==> config.mk <==
export PLATFORM = sky130hd
export DESIGN_NAME = teri_ram
export DESIGN_NICKNAME = d
export VERILOG_FILES = /design/src/hw/rtl/teri_ram.sv
export SDC_FILE = /design/constraint.sdc
export NUM_CORES = 2
export LEC_CHECK = 0
export BUFFER_PORTS_ARGS = -buffer_cell sky130_fd_sc_hd__buf_2
export CAP_MARGIN = 0
export CORE_MARGIN = 3
export CORE_UTILIZATION = 60
export DETAILED_ROUTE_END_ITERATION = 7
export PLACE_DENSITY = 0.76
export SYNTH_ARGS = -nofsm -noshare
export SYNTH_HDL_FRONTEND = slang
export SYNTH_SLANG_ARGS = --single-unit
==> constraint.sdc <==
create_clock -name aclk -period 4.6 [get_ports aclk]
set_clock_uncertainty 0.2 [all_clocks]
set_input_delay 0.23 -clock aclk [delete_from_list [all_inputs] [get_ports aclk]]
set_output_delay 0.23 -clock aclk [all_outputs]
set_load 0.01 [all_outputs]
==> src/hw/rtl/teri_ram.sv <==
// Generic single-write, single-read synchronous RAM with registered read data.
// No dependencies.
`timescale 1ns / 1ps
`default_nettype none

module teri_ram #(
    parameter int WIDTH = 32,
    parameter int DEPTH = 64,
    localparam int AW = (DEPTH > 1) ? $clog2(DEPTH) : 1
) (
    input  wire logic             aclk,
    input  wire logic             we,
    input  wire logic [AW-1:0]    waddr,
    input  wire logic [WIDTH-1:0] wdata,
    input  wire logic [AW-1:0]    raddr,
    output logic      [WIDTH-1:0] rdata
);

    logic [WIDTH-1:0] mem [DEPTH];

    always_ff @(posedge aclk) begin
        if (we) begin
            mem[waddr] <= wdata;
        end
        rdata <= mem[raddr];
    end

endmodule

`default_nettype wire

* Word-level counts from Yosys, hierarchy flattened
Memories as Yosys holds them, arrays and structs flattened. A register that Yosys moved wholly into a read port is not among the register bits.
Cells that the tools add are included.
** Storage, ports and cells
- Register bits after elaboration :: 0
- Memory bits (writable) :: 2048
- Input bits :: 46
- Output and inout port bits :: 32
- Logic and storage cells :: 3
- Memories :: 1
** Cells by class
- Multiplexer cells :: 2
** Memory list
- mem :: depth 64, bits a word 32, read ports 1, clocked after memory_dff 1, write ports 1, RTL line 19 : logic [WIDTH-1:0] mem [DEPTH];
** Operator list (count)
- $mux 1 :: 2

* Logic depth before layout (Yosys ltp)
- Word-level depth :: 2
- Depth in mapped cells :: 10
- Depth with buffers taken out :: 5

* Least setup slack after synthesis
OpenSTA, ideal clock, no wires.
- Path kind :: input to register
- Start point :: in waddr[3]
- End point :: mem mem[48][0] (enable)
- Library setup time :: 0.461 ns
- Arrival :: 2.929 ns
- Data required time :: 3.939 ns
- Path slack :: 1.010 ns
- Stages :: 4
- Buffers on the path :: 1
- Cells stage by stage :: clkbuf_1 > nor2b_1 > nand4b_1 > nor3_1
** RTL lines
- from (decl) :: RTL line 13 : input wire logic [AW-1:0] waddr,
- to (decl) :: RTL line 19
No word-level cell before the write port.

* Worst setup path in the final report
- Start point :: in waddr[1]
- End point :: mem mem[11][24] (enable)
No word-level cell before the write port.

==> impl_metrics.toml <==
[global_routing]
grt_pass1_vias = 39600
grt_pass1_wl_um = 298000
antenna_found_initial = 15
grt_max_degree = 81
grt_usage_pct = 31.4
grt_overflow = 0

[synthesis]
synth_fa_ha_area_share_pct = 0
ys_seq_elements = 2080
synth_area_sq_mm = 0.0785
muxShareOfSynthArea_pct = 16.8
yosys.cell_types.count = 34
synth_top_family_by_area = "multiplexers"
synthFlopType = "edfxtp_1"
synth_enable_flop_cells = 2048
synth_xor_area_share_pct = 0
avgSynthCellArea_sq_um = 23.6
synth_compound_area_share_pct = 1.67
yosys.area_share.simple_pct = 1.27
async_flop_share_pct = 0
yosys_warnings = 0
syn_inst = 3324
synthTopCellsByArea = "edfxtp_1 (78%), mux4_2 (16%), mux2i_1 (1.2%)"
synth_nets = 3370
yosysSeqAreaShare_pct = 79.1
synth_top_area_share_pct = 78.3
synth_area_leader_cell = "edfxtp_1"

[route]
vias = 39100
firstDrtPassIters = 8
drt-initial-drc-count = 6828
drt-vias-per-instance = 7.06
drt-total-wl_um = 209000
detail-route-antenna-nets = 0
drc = 0
wl_per_cell_um = 37.8

[sta]
max_slew_margin_pct = 9.35
rsz0062_at_grt = "false"
setup_viol = 0
final-hold-violation-count = 0
final.setup.tns_ns = 0
fin_crit_sh_pct = 70.3
tightest_slew_ns = 1.36
slew_viol_final = 0
fmax_ghz = 0.309
min_period_ns = 3.23

[clock_network]
clock-sinks = 2080
cts_root_buf = "clkbuf_16"
clk_pin_slew_worst_paths_ns = 0.07
cts-buffers-inserted = 193
clock_latency_ns = 0.82
cts.path.max_buffers = 3
cts_tree = "yes"
htree_levels = 4
ctsResizeCount = 0

[critical_path]
r2r_slack_ns = 1.93
worstPathArrival_ns = 3.49
crit_required_ns = 4.86
crit_path_end_kind = "register"
path_max_fanout = 18
worstRegToRegCells = 4
r2r_start = "mem[63][23]"
crit_path_max_incr_delay_ns = 0.90
reg2reg_to = "rdata[23]"
path_cells = "dlygate4sd3_1, buf_2, nor2b_1, nand3_1, nor2_4, buf_4"
startpoint_type = "primary input"
path_class = "in -> reg"
crit_slowest_cell = "nor2_4"

[outcome]
status = "complete, no violations"

[worst_hold_path]
hp-start = "wdata[3]"
hp-class = "in -> reg"
hold_end = "mem[59][3]"
holdPathStages = 1

[die]
core-area_sq_mm = 0.130
die_y_um = 368
io_pins = 78
start_util_pct = 60.6
dieArea_sq_mm = 0.135
die_x_um = 368
row_count = 132

[place]
dpl.hpwl_um = 116000
io_buffer_count = 77
dpl.cell_count = 5145
gp_congestion = 0.858

[power]
p_per_area_mw_per_mm2 = 440
peakVddDrop_uv = 415
leakagePower_nw = 27.9

[cells_and_area]
layout-drive-gt1-share_pct = 30.5
post-route-util_pct = 68.6
area_growth_pct = 13.3
fin_nets = 3672
fin_cells = 5540

[run]
maxCapViolCount = 0
==> where the power goes <==
| part | internal [mW] | total (mW) | leakage, nW | switching (mW) |
|---|---|---|---|---|
| Clock | 9.09 | 16.0 | 3.10 | 6.95 |
| Sequential | 21.0 | 21.1 | 18.7 | 0.102 |
| Combinational | 0.737 | 2.05 | 6.12 | 1.32 |
| Total | 30.8 | 39.2 | 27.9 | 8.37 |
==> placed cells by master (no fill, tap or decap), types with 4 or more instances in the layout <==
master,instances
nor2_4,62
a21oi_1,62
nand2b_1,7
clkinv_4,4
nand2_1,26
mux4_2,544
clkinv_2,33
a311oi_1,8
mux2i_1,93
buf_2,73
nand3_1,5
clkbuf_1,43
o221ai_1,27
a41o_1,4
clkbuf_16,199
dfxtp_1,32
o32ai_1,4
nand3b_1,5
a22oi_1,12
edfxtp_1,2048
nor2b_1,14
nor2_1,75
o22ai_1,84
dlygate4sd3_1,28
buf_4,167
clkinvlp_4,8
clkbuf_8,15
diode_2,4
buf_12,18
bufinv_16,16
and3_1,4
clkinv_1,37
nor3_1,5
==> state kept, by name, summed over array words and instances (netlist names) <==
name   count
mem     2048
rdata     32
==> critical path: cells and delay by family <==
| kind | cells | cell delay [ns] |
|---|---|---|
| buf+inv | 3 | 1.30 |
| simple gates | 3 | 1.91 |
==> layout make-up <==
class,instances,area (sq um)
diodes,4,10.0
clock buffers,257,5350
clock inverters,106,1010
fillers,7332,40700
multi-input cells,1062,16000
flip-flops and latches,2080,62100
well taps,1742,2180
repair buffers,289,2300
==> repair_timing <==
item	in CTS	in global routing
buffers inserted	0	0
endpoints found under the hold margin	1379	0
hold buffers	28	0
==> worst max-delay path by stage <==
stage / start / endpoint / slack (ns) / cells after the start
2_1_floorplan: waddr[3] / mem[48][0] / 1.01 / 4
3_3_place_gp: raddr[0] / rdata[10] / 0.81 / 8
3_5_place_dp: raddr[0] / rdata[10] / 0.77 / 8
4_1_cts: waddr[1] / mem[11][24] / 1.47 / 6
5_1_grt: waddr[1] / mem[11][21] / 1.38 / 6
6_report: waddr[1] / mem[11][24] / 1.37 / 6
==> cells by family (layout without fill, tap and decap cells) <==
group | Yosys count | count (layout)
buffers and inverters | 182 | 652
multiplexers | 637 | 637
AO/OA/AOI/OAI | 202 | 202
flip-flops | 2080 | 2080
AND/OR/NAND/NOR | 223 | 223
other | 0 | 4
==> cell usage after synthesis (5+ instances only) <==
library cell,count
buf_2,57
nand3_1,5
nor2_1,137
nand3b_1,5
a311oi_1,8
buf_1,21
a22oi_1,12
nand2_1,26
edfxtp_1,2048
dfxtp_1,32
o22ai_1,84
o221ai_1,27
mux2i_1,93
buf_4,25
nor3_1,7
a21oi_1,62
clkbuf_1,74
buf_6,5
mux4_2,544
nand2b_1,8
nor2b_1,15
==> stage by stage <==
stage | worst slack (ns) | area [sq um] | total power [mW] | hold slack (ns)
6_report | 1.37 | 89000 | 39.2 | 0.0617
5_1_grt | 1.38 | 89000 | 40.0 | 0.0925
4_1_cts | 1.47 | 89000 | 39.2 | 0.0433
3_5_place_dp | 0.773 | 82300 | 23.5 | 0.258
3_3_place_gp | 0.813 | 82300 | 23.4 | 0.250
2_1_floorplan | 1.01 | 78500 | 22.5 | 0.129
==> routing by layer <==
metal / GRT usage, % / vias up / wire (um)
met2: 48.7 / 3321 / 101000
met5: 0 / - / 37
met3: 7.54 / 530 / 27200
met4: 14.6 / 6 / 10600
met1: 43.3 / 20400 / 70300
li1: - / 14900 / -
No activity file was read; power rests on OpenSTA's default activity.
