**src/hw/rtl/teri_pkg.sv**
```systemverilog
// Shared types and constants for the tree ensemble regression engine.
// Used by the node walker, the divider, the RAM users and the checker.
`timescale 1ns / 1ps
`default_nettype none

package teri_pkg;

    localparam int VALUE_W    = 32;
    localparam int TREE_SEL_W = 4;
    localparam int NODE_SEL_W = 8;
    localparam int FEAT_SEL_W = 6;
    localparam int CFG_W      = 5;

    localparam int DIV_STEPS  = 32;
    localparam int DIV_CNT_W  = 5;

    localparam logic CMD_NODE    = 1'b0;
    localparam logic CMD_FEATURE = 1'b1;

    typedef enum logic [2:0] {
        ST_IDLE,
        ST_NODE_RD,
        ST_NODE_CHK,
        ST_CMP,
        ST_DIV_GO,
        ST_DIV_WAIT,
        ST_OUT
    } walk_state_t;

    // One node store entry: leaf flag, split feature, threshold or leaf value.
    typedef struct packed {
        logic                        leaf;
        logic [FEAT_SEL_W-1:0]       feat;
        logic signed [VALUE_W-1:0]   value;
    } node_t;

    typedef struct packed {
        logic                        done;
        logic signed [VALUE_W-1:0]   quotient;
    } div_res_t;

endpackage

`default_nettype wire

```
**src/hw/rtl/teri_div.sv**
```systemverilog
// Bit-serial signed divider: 32-bit dividend by a small unsigned count,
// truncating toward zero, one quotient bit per cycle. Depends on teri_pkg.
`timescale 1ns / 1ps
`default_nettype none

module teri_div import teri_pkg::*; #(
    parameter int DIV_W = 5
) (
    input  wire logic                      aclk,
    input  wire logic                      aresetn,
    input  wire logic                      start,
    input  wire logic signed [VALUE_W-1:0] dividend,
    input  wire logic [DIV_W-1:0]          divisor,
    output div_res_t                       res
);

    logic                  busy_reg;
    logic                  done_reg;
    logic [DIV_CNT_W-1:0]  step_reg;
    logic                  neg_reg;
    logic [VALUE_W-1:0]    mag_reg;
    logic [VALUE_W-1:0]    quo_reg;
    logic [DIV_W-1:0]      rem_reg;
    logic [DIV_W-1:0]      dvs_reg;
    logic [VALUE_W-1:0]    q_out_reg;

    logic [DIV_W:0]        trial;
    logic                  fits;
    logic [DIV_W:0]        rem_step;
    logic [VALUE_W-1:0]    quo_step;
    logic                  last_step;

    always_comb begin
        trial     = {rem_reg, mag_reg[VALUE_W-1]};
        fits      = (trial >= {1'b0, dvs_reg});
        rem_step  = fits ? (trial - {1'b0, dvs_reg}) : trial;
        quo_step  = {quo_reg[VALUE_W-2:0], fits};
        last_step = (step_reg == DIV_CNT_W'(DIV_STEPS - 1));
    end

    always_ff @(posedge aclk) begin
        if (!aresetn) begin
            busy_reg <= 1'b0;
            done_reg <= 1'b0;
        end else begin
            done_reg <= 1'b0;
            if (start) begin
                busy_reg <= 1'b1;
            end else if (busy_reg && last_step) begin
                busy_reg <= 1'b0;
                done_reg <= 1'b1;
            end
        end
    end

    always_ff @(posedge aclk) begin
        if (start) begin
            step_reg <= '0;
            neg_reg  <= dividend[VALUE_W-1];
            mag_reg  <= dividend[VALUE_W-1] ? VALUE_W'(-dividend) : VALUE_W'(dividend);
            quo_reg  <= '0;
            rem_reg  <= '0;
            dvs_reg  <= divisor;
        end else if (busy_reg) begin
            step_reg <= step_reg + 1'b1;
            mag_reg  <= {mag_reg[VALUE_W-2:0], 1'b0};
            quo_reg  <= quo_step;
            rem_reg  <= rem_step[DIV_W-1:0];
            if (last_step) begin
                // apply the sign of the dividend to the magnitude quotient
                q_out_reg <= neg_reg ? (-quo_step) : quo_step;
            end
        end
    end

    assign res.done     = done_reg;
    assign res.quotient = q_out_reg;

endmodule

`default_nettype wire

```
**config.mk**
```make
export PLATFORM = sky130hd
export DESIGN_NAME = teri_div
export DESIGN_NICKNAME = d
export VERILOG_FILES = /design/src/hw/rtl/teri_pkg.sv /design/src/hw/rtl/teri_div.sv
export SDC_FILE = /design/constraint.sdc
export NUM_CORES = 1
export LEC_CHECK = 0
export ABC_AREA = 1
export BUFFER_PORTS_ARGS = -buffer_cell sky130_fd_sc_hd__buf_2
export CORE_MARGIN = 2
export CORE_UTILIZATION = 24
export DETAILED_ROUTE_END_ITERATION = 16
export HOLD_SLACK_MARGIN = 0.12
export PLACE_DENSITY = 0.37
export SLEW_MARGIN = 20
export SYNTH_ARGS = -nofsm -noshare
export SYNTH_HDL_FRONTEND = slang
export SYNTH_SLANG_ARGS = --single-unit
```
**constraint.sdc**
```tcl
create_clock -name aclk -period 3.7 [get_ports aclk]
set_input_delay 0 -clock aclk [delete_from_list [all_inputs] [get_ports aclk]]
set_output_delay 0 -clock aclk [all_outputs]
set_load 0.02 [all_outputs]
```
==> After elaboration in Yosys (flattened, before gate mapping) <==
Cells that the tools add are included.
{ "word_totals": {"romBits": 0, "register_bits": 113, "latch_bits": 0, "memories": 0, "mem_bits_rw": 0, "elab_cells": 30, "out_inout_bits": 33, "input_bits": 40} }
{ "op_classes": {"div_mod_pow": 0, "n_mul": 0, "reduce_logical": 5, "n_mux": 8, "n_lt_le_gt_ge": 1, "shift": 0, "eq_ne": 1, "bitwise": 2, "add_sub_neg": 4} }
{ "ops": {"columns": ["operator", "n"], "rows": [
  ["32-bit 2-to-1 mux", 4],
  ["32-bit negation", 2],
  ["6-bit by 5-bit >= comparator with 1-bit output", 1],
  ["5-bit by 1-bit adder with 5-bit output (second input constant)", 1],
  ["5-bit == test (second input constant)", 1],
  ["5-bit 2-to-1 mux", 1],
  ["5-bit subtractor", 1],
  ["2-bit nonzero test", 2],
  ["1-bit 2-to-1 mux", 3],
  ["3-bit AND reduction", 1],
  ["1-bit inverter", 2],
  ["2-bit OR reduction", 1],
  ["1-bit logical AND", 1]
]} }

==> Logic depth before layout (Yosys ltp) <==
{ "logic_depth": {"depth_word": 4, "ltp_mapped": 15} }

==> Worst setup path after synthesis <==
No wires, ideal clock.
{ "synth_path": {"path_kind": "reg-to-reg", "startpoint": "register busy_reg", "endpoint": "register q_out_reg[0] (enable)", "n_path_buf": 1, "slack_ns": 1.056, "required_ns": 3.278, "setup_time_ns": 0.422, "arrival_ns": 2.221, "synth_period_minus_slack_ns": 2.644, "stages_incl_launch_ff": 6, "cell_sequence": "dfxtp_1 buf_2 inv_1 nor2_1 inv_1 nor2_1"} }
{ "synth_between": {"elab_chain_len": 1} }
{ "synth_lines": {"columns": ["element", "line_no", "source"], "rows": [
  ["start, declared", "teri_div.sv:17", "logic busy_reg;"],
  ["start signal, assigned", "teri_div.sv:43", "busy_reg <= 1'b0;"],
  ["start signal, assigned", "teri_div.sv:48", "busy_reg <= 1'b1;"],
  ["start signal, assigned", "teri_div.sv:50", "busy_reg <= 1'b0;"],
  ["3-bit AND reduction (no source line)", null, null],
  ["end signal, assigned", "teri_div.sv:71", "q_out_reg <= neg_reg ? (-quo_step) : quo_step;"],
  ["end, declared", "teri_div.sv:25", "logic [VALUE_W-1:0] q_out_reg;"]
]} }
Every way passes these cells.
A chain may end at the register's enable or synchronous reset.

==> Worst setup path in the final report <==
{ "layout_path": {"startpoint": "register mag_reg[31]", "endpoint": "register q_out_reg[18], data pin"} }
{ "layout_between": {"elab_chain_len": 3} }
{ "layout_lines": {"columns": ["element", "line_no", "source"], "rows": [
  ["start, declared", "teri_div.sv:21", "logic [VALUE_W-1:0] mag_reg;"],
  ["start signal, assigned", "teri_div.sv:60", "mag_reg <= dividend[VALUE_W-1] ? VALUE_W'(-dividend) : VALUE_W'(dividend);"],
  ["start signal, assigned", "teri_div.sv:66", "mag_reg <= {mag_reg[VALUE_W-2:0], 1'b0};"],
  ["6-bit by 5-bit >= comparator with 1-bit output", "teri_div.sv:35", "fits = (trial >= {1'b0, dvs_reg});"],
  ["32-bit negation", "teri_div.sv:71", null],
  ["32-bit 2-to-1 mux", "teri_div.sv:71", null]
]} }
Every way passes these cells.

==> flow_summary_export.csv <==
group,metric,value,unit
power,irDropWorstVdd,224.9,uV
clock_tree,cts_setup_buffers,0,
clock_tree,h-tree-depth,4,
timing,fin_crit_sh,76.30,%
grt,grt_pass1_wl,26590,um
timing,hold_viol,0,
drt,drc,0,
timing,fmax,0.3542,GHz
timing,fin_skew,0.01098,ns
worst_setup_path,arrival,2.99,ns
floorplan,core,0.02496,mm^2
drt,drtAntennaViolNets,0,
timing,fin_hold_ws,0.3003,ns
yosys,ys_seq_elements,113,
grt,grt_max_degree,41,
timing,tns,0,ns
finish,drive_gt1_share,15.27,%
power,power.leakage,3.448,nW
run_status,outcome,"completed",
finish,mostFrequentLayoutCell,"nand2_1",
power,power,3.562,mW
placement,hpwl,11790,um
clock_tree,clockBufferDepth,2,
yosys,syn_nets,780,
worst_setup_path,reg2reg_to,"q_out_reg[18]$_DFFE_PP_",
finish,diodes,0,
flow_run,maxCapViolations,0,
yosys,synth_cell_types,39,
clock_tree,cts_tree,"built",
worst_setup_path,cp_max_fo,13,
worst_hold_path,hold_end,"dvs_reg[4]$_DFFE_PP_",
drt,routedWlPerCell,13.77,um
floorplan,num_io_pins,73,
worst_setup_path,critPathSlowestCell,"edfxtp_1",
floorplan,dieArea,0.02646,mm^2
drt,vias_per_cell,4.282,
worst_setup_path,required,3.87,ns
floorplan,start_util,24.20,%
drt,drt_iter0_drc,240,
yosys,mappedNetlistArea,0.006042,mm^2
grt,grt_overflow,0,
grt,busiest_layer,"met2",
drt,routed_wl,16360,um
drt,vias,5087,
clock_tree,clock_sinks,113,
timing,worstMarginPinSlew,0.8101,ns
placement,gp_congestion,0.7900,
clock_tree,clk_latency,0.42,ns
finish,layout_common_cells,"nand2_1, inv_1, nor2_1",
timing,slew_violations,0,
worst_hold_path,hold_path_depth,2,
power,cellPowerDensity,461.1,mW/mm^2
timing,final.min_clock_period,2.823,ns
clock_tree,root_buffer,"clkbuf_16",
worst_setup_path,endpoint_kind,"register",
finish,fin_nets,895,
grt,antenna_found_initial,0,
floorplan,die_h,162.7,um
finish,areaGrowthSynthToFinish,27.87,%
grt,grt_use_total,12.95,%
worst_setup_path,reg2reg_depth,14,
timing,rsz0062_at_grt,"false",
yosys,ys_seq_area_share,49.04,%
yosys,syn_inst,730,
timing,setup_viol,0,
yosys,yosysWarnings,0,
worst_setup_path,path_cells,"inv_1, ha_1, fa_1, nand2_1, nand3b_1, nand2_2, inv_1, ha_1, nand3_4, nor2_4, nand3_2, o21ai_2, nand2_1, xor2_1",
worst_setup_path,slowest_delay,0.39,ns
floorplan,dieWidth,162.7,um
worst_setup_path,r2r_slack,0.88,ns
yosys,avgSynthCellArea,8.277,um^2
grt,met3_usage,2.750,%
grt,grt_pass1_vias,5074,
drt,drtPass1Iterations,5,
grt,grtUsageMet2,21.82,%
grt,met1_usage,16.46,%
worst_hold_path,holdCritStartpoint,"divisor[4]",
worst_setup_path,regToRegStartpoint,"mag_reg[31]$_DFFE_PP_",
timing,maxSlewHeadroom,45.91,%
clock_tree,cts_buffers,17,
floorplan,std_cell_rows,58,
worst_setup_path,critPathKind,"reg -> reg",
placement,io_buffers,72,
worst_hold_path,hold_path.class,"in -> reg",
clock_tree,clkTransAtPathRegs,0.06,ns
worst_setup_path,worstSetupStartpointType,"register",
worst max path at each step:
stage                           from                      end  slack [ns]  cells after the start
6_report       mag_reg[31]$_DFFE_PP_  q_out_reg[18]$_DFFE_PP_        0.88                     14
5_1_grt        mag_reg[31]$_DFFE_PP_  q_out_reg[18]$_DFFE_PP_        0.65                     14
4_1_cts        mag_reg[31]$_DFFE_PP_  q_out_reg[18]$_DFFE_PP_        0.84                     14
3_5_place_dp   mag_reg[31]$_DFFE_PP_  q_out_reg[18]$_DFFE_PP_        0.84                     14
3_3_place_gp   mag_reg[31]$_DFFE_PP_  q_out_reg[18]$_DFFE_PP_        0.93                     14
2_1_floorplan  busy_reg$_SDFFE_PN0P_   q_out_reg[0]$_DFFE_PP_        1.06                      5
per-layer routing:
| metal | up-vias | wire, um |
|---|---|---|
| met4 | 0 | 108 |
| met5 | - | 0 |
| li1 | 2674 | - |
| met2 | 87 | 7949 |
| met1 | 2319 | 7794 |
| met3 | 7 | 507 |
cell type report:
class                   instances  area, um^2
fillers                      2710       17240
multi-input cells             506        2638
repair buffers                119       813.3
clock inverters                14       140.1
inverters                      88       330.3
well taps                     330       412.9
clock buffers                  18       429.2
flip-flops and latches        113        2963
metrics by stage:
stage	instance area (um^2)	setup slack [ns]	util [%]	cells
after floorplan	6042	1.056	-	730
after global placement	6756	0.9272	27.07	1116
after detailed placement	6756	0.8405	27.07	1116
after CTS	7726	0.8380	30.95	1188
after global routing	7726	0.6533	30.95	1188
final	7726	0.8767	30.95	1188
power by group:
| group | internal, mW | switching [mW] |
|---|---|---|
| Sequential | 1.42 | 0.0267 |
| Clock | 0.988 | 0.628 |
| Combinational | 0.188 | 0.314 |
| Total | 2.59 | 0.969 |
critical path, delay by kind of cell, from the launching register on:
kind,cells,cell delay (ns)
xor+xnor,1,0.15
flops,1,0.39
compound gates,1,0.25
simple gates,7,0.93
fa+ha+maj,3,0.65
buf+inv,2,0.22
cell usage after synthesis (all sizes together):
library cell	number	area share (%)
o211ai	4	0.50
nand4	14	1.4
clkinv	2	0.12
inv	86	5.3
clkbuf	6	0.37
a31oi	5	0.52
a22o	2	0.29
xor2	33	4.8
and2	1	0.10
nor3	9	0.83
dfxtp	43	14
buf	17	1.6
xnor2	5	0.72
nor4	1	0.10
or2	2	0.25
edfxtp	70	35
o21ai	47	4.1
fa	1	0.33
nand3b	3	0.37
nand3	57	5.3
o22ai	32	3.3
nor2	85	5.8
o31ai	4	0.50
nand2	185	12
ha	9	1.9
a21oi	7	0.77
cells by family (layout without fill, tap and decap cells):
logic type | Yosys count | count (layout) | synth area share, %
buf+inv | 111 | 239 | 7.434
flops | 113 | 113 | 49.04
fa+ha+maj | 10 | 10 | 2.195
compound gates | 101 | 101 | 10.02
simple gates | 357 | 357 | 25.80
xor+xnor | 38 | 38 | 5.508
what timing repair did:
action                    in CTS  in global routing
hold endpoints to repair      46                  0
resized for setup              0                  0
hold buffers                  40                  0
(Power assumes the default switching activity.)
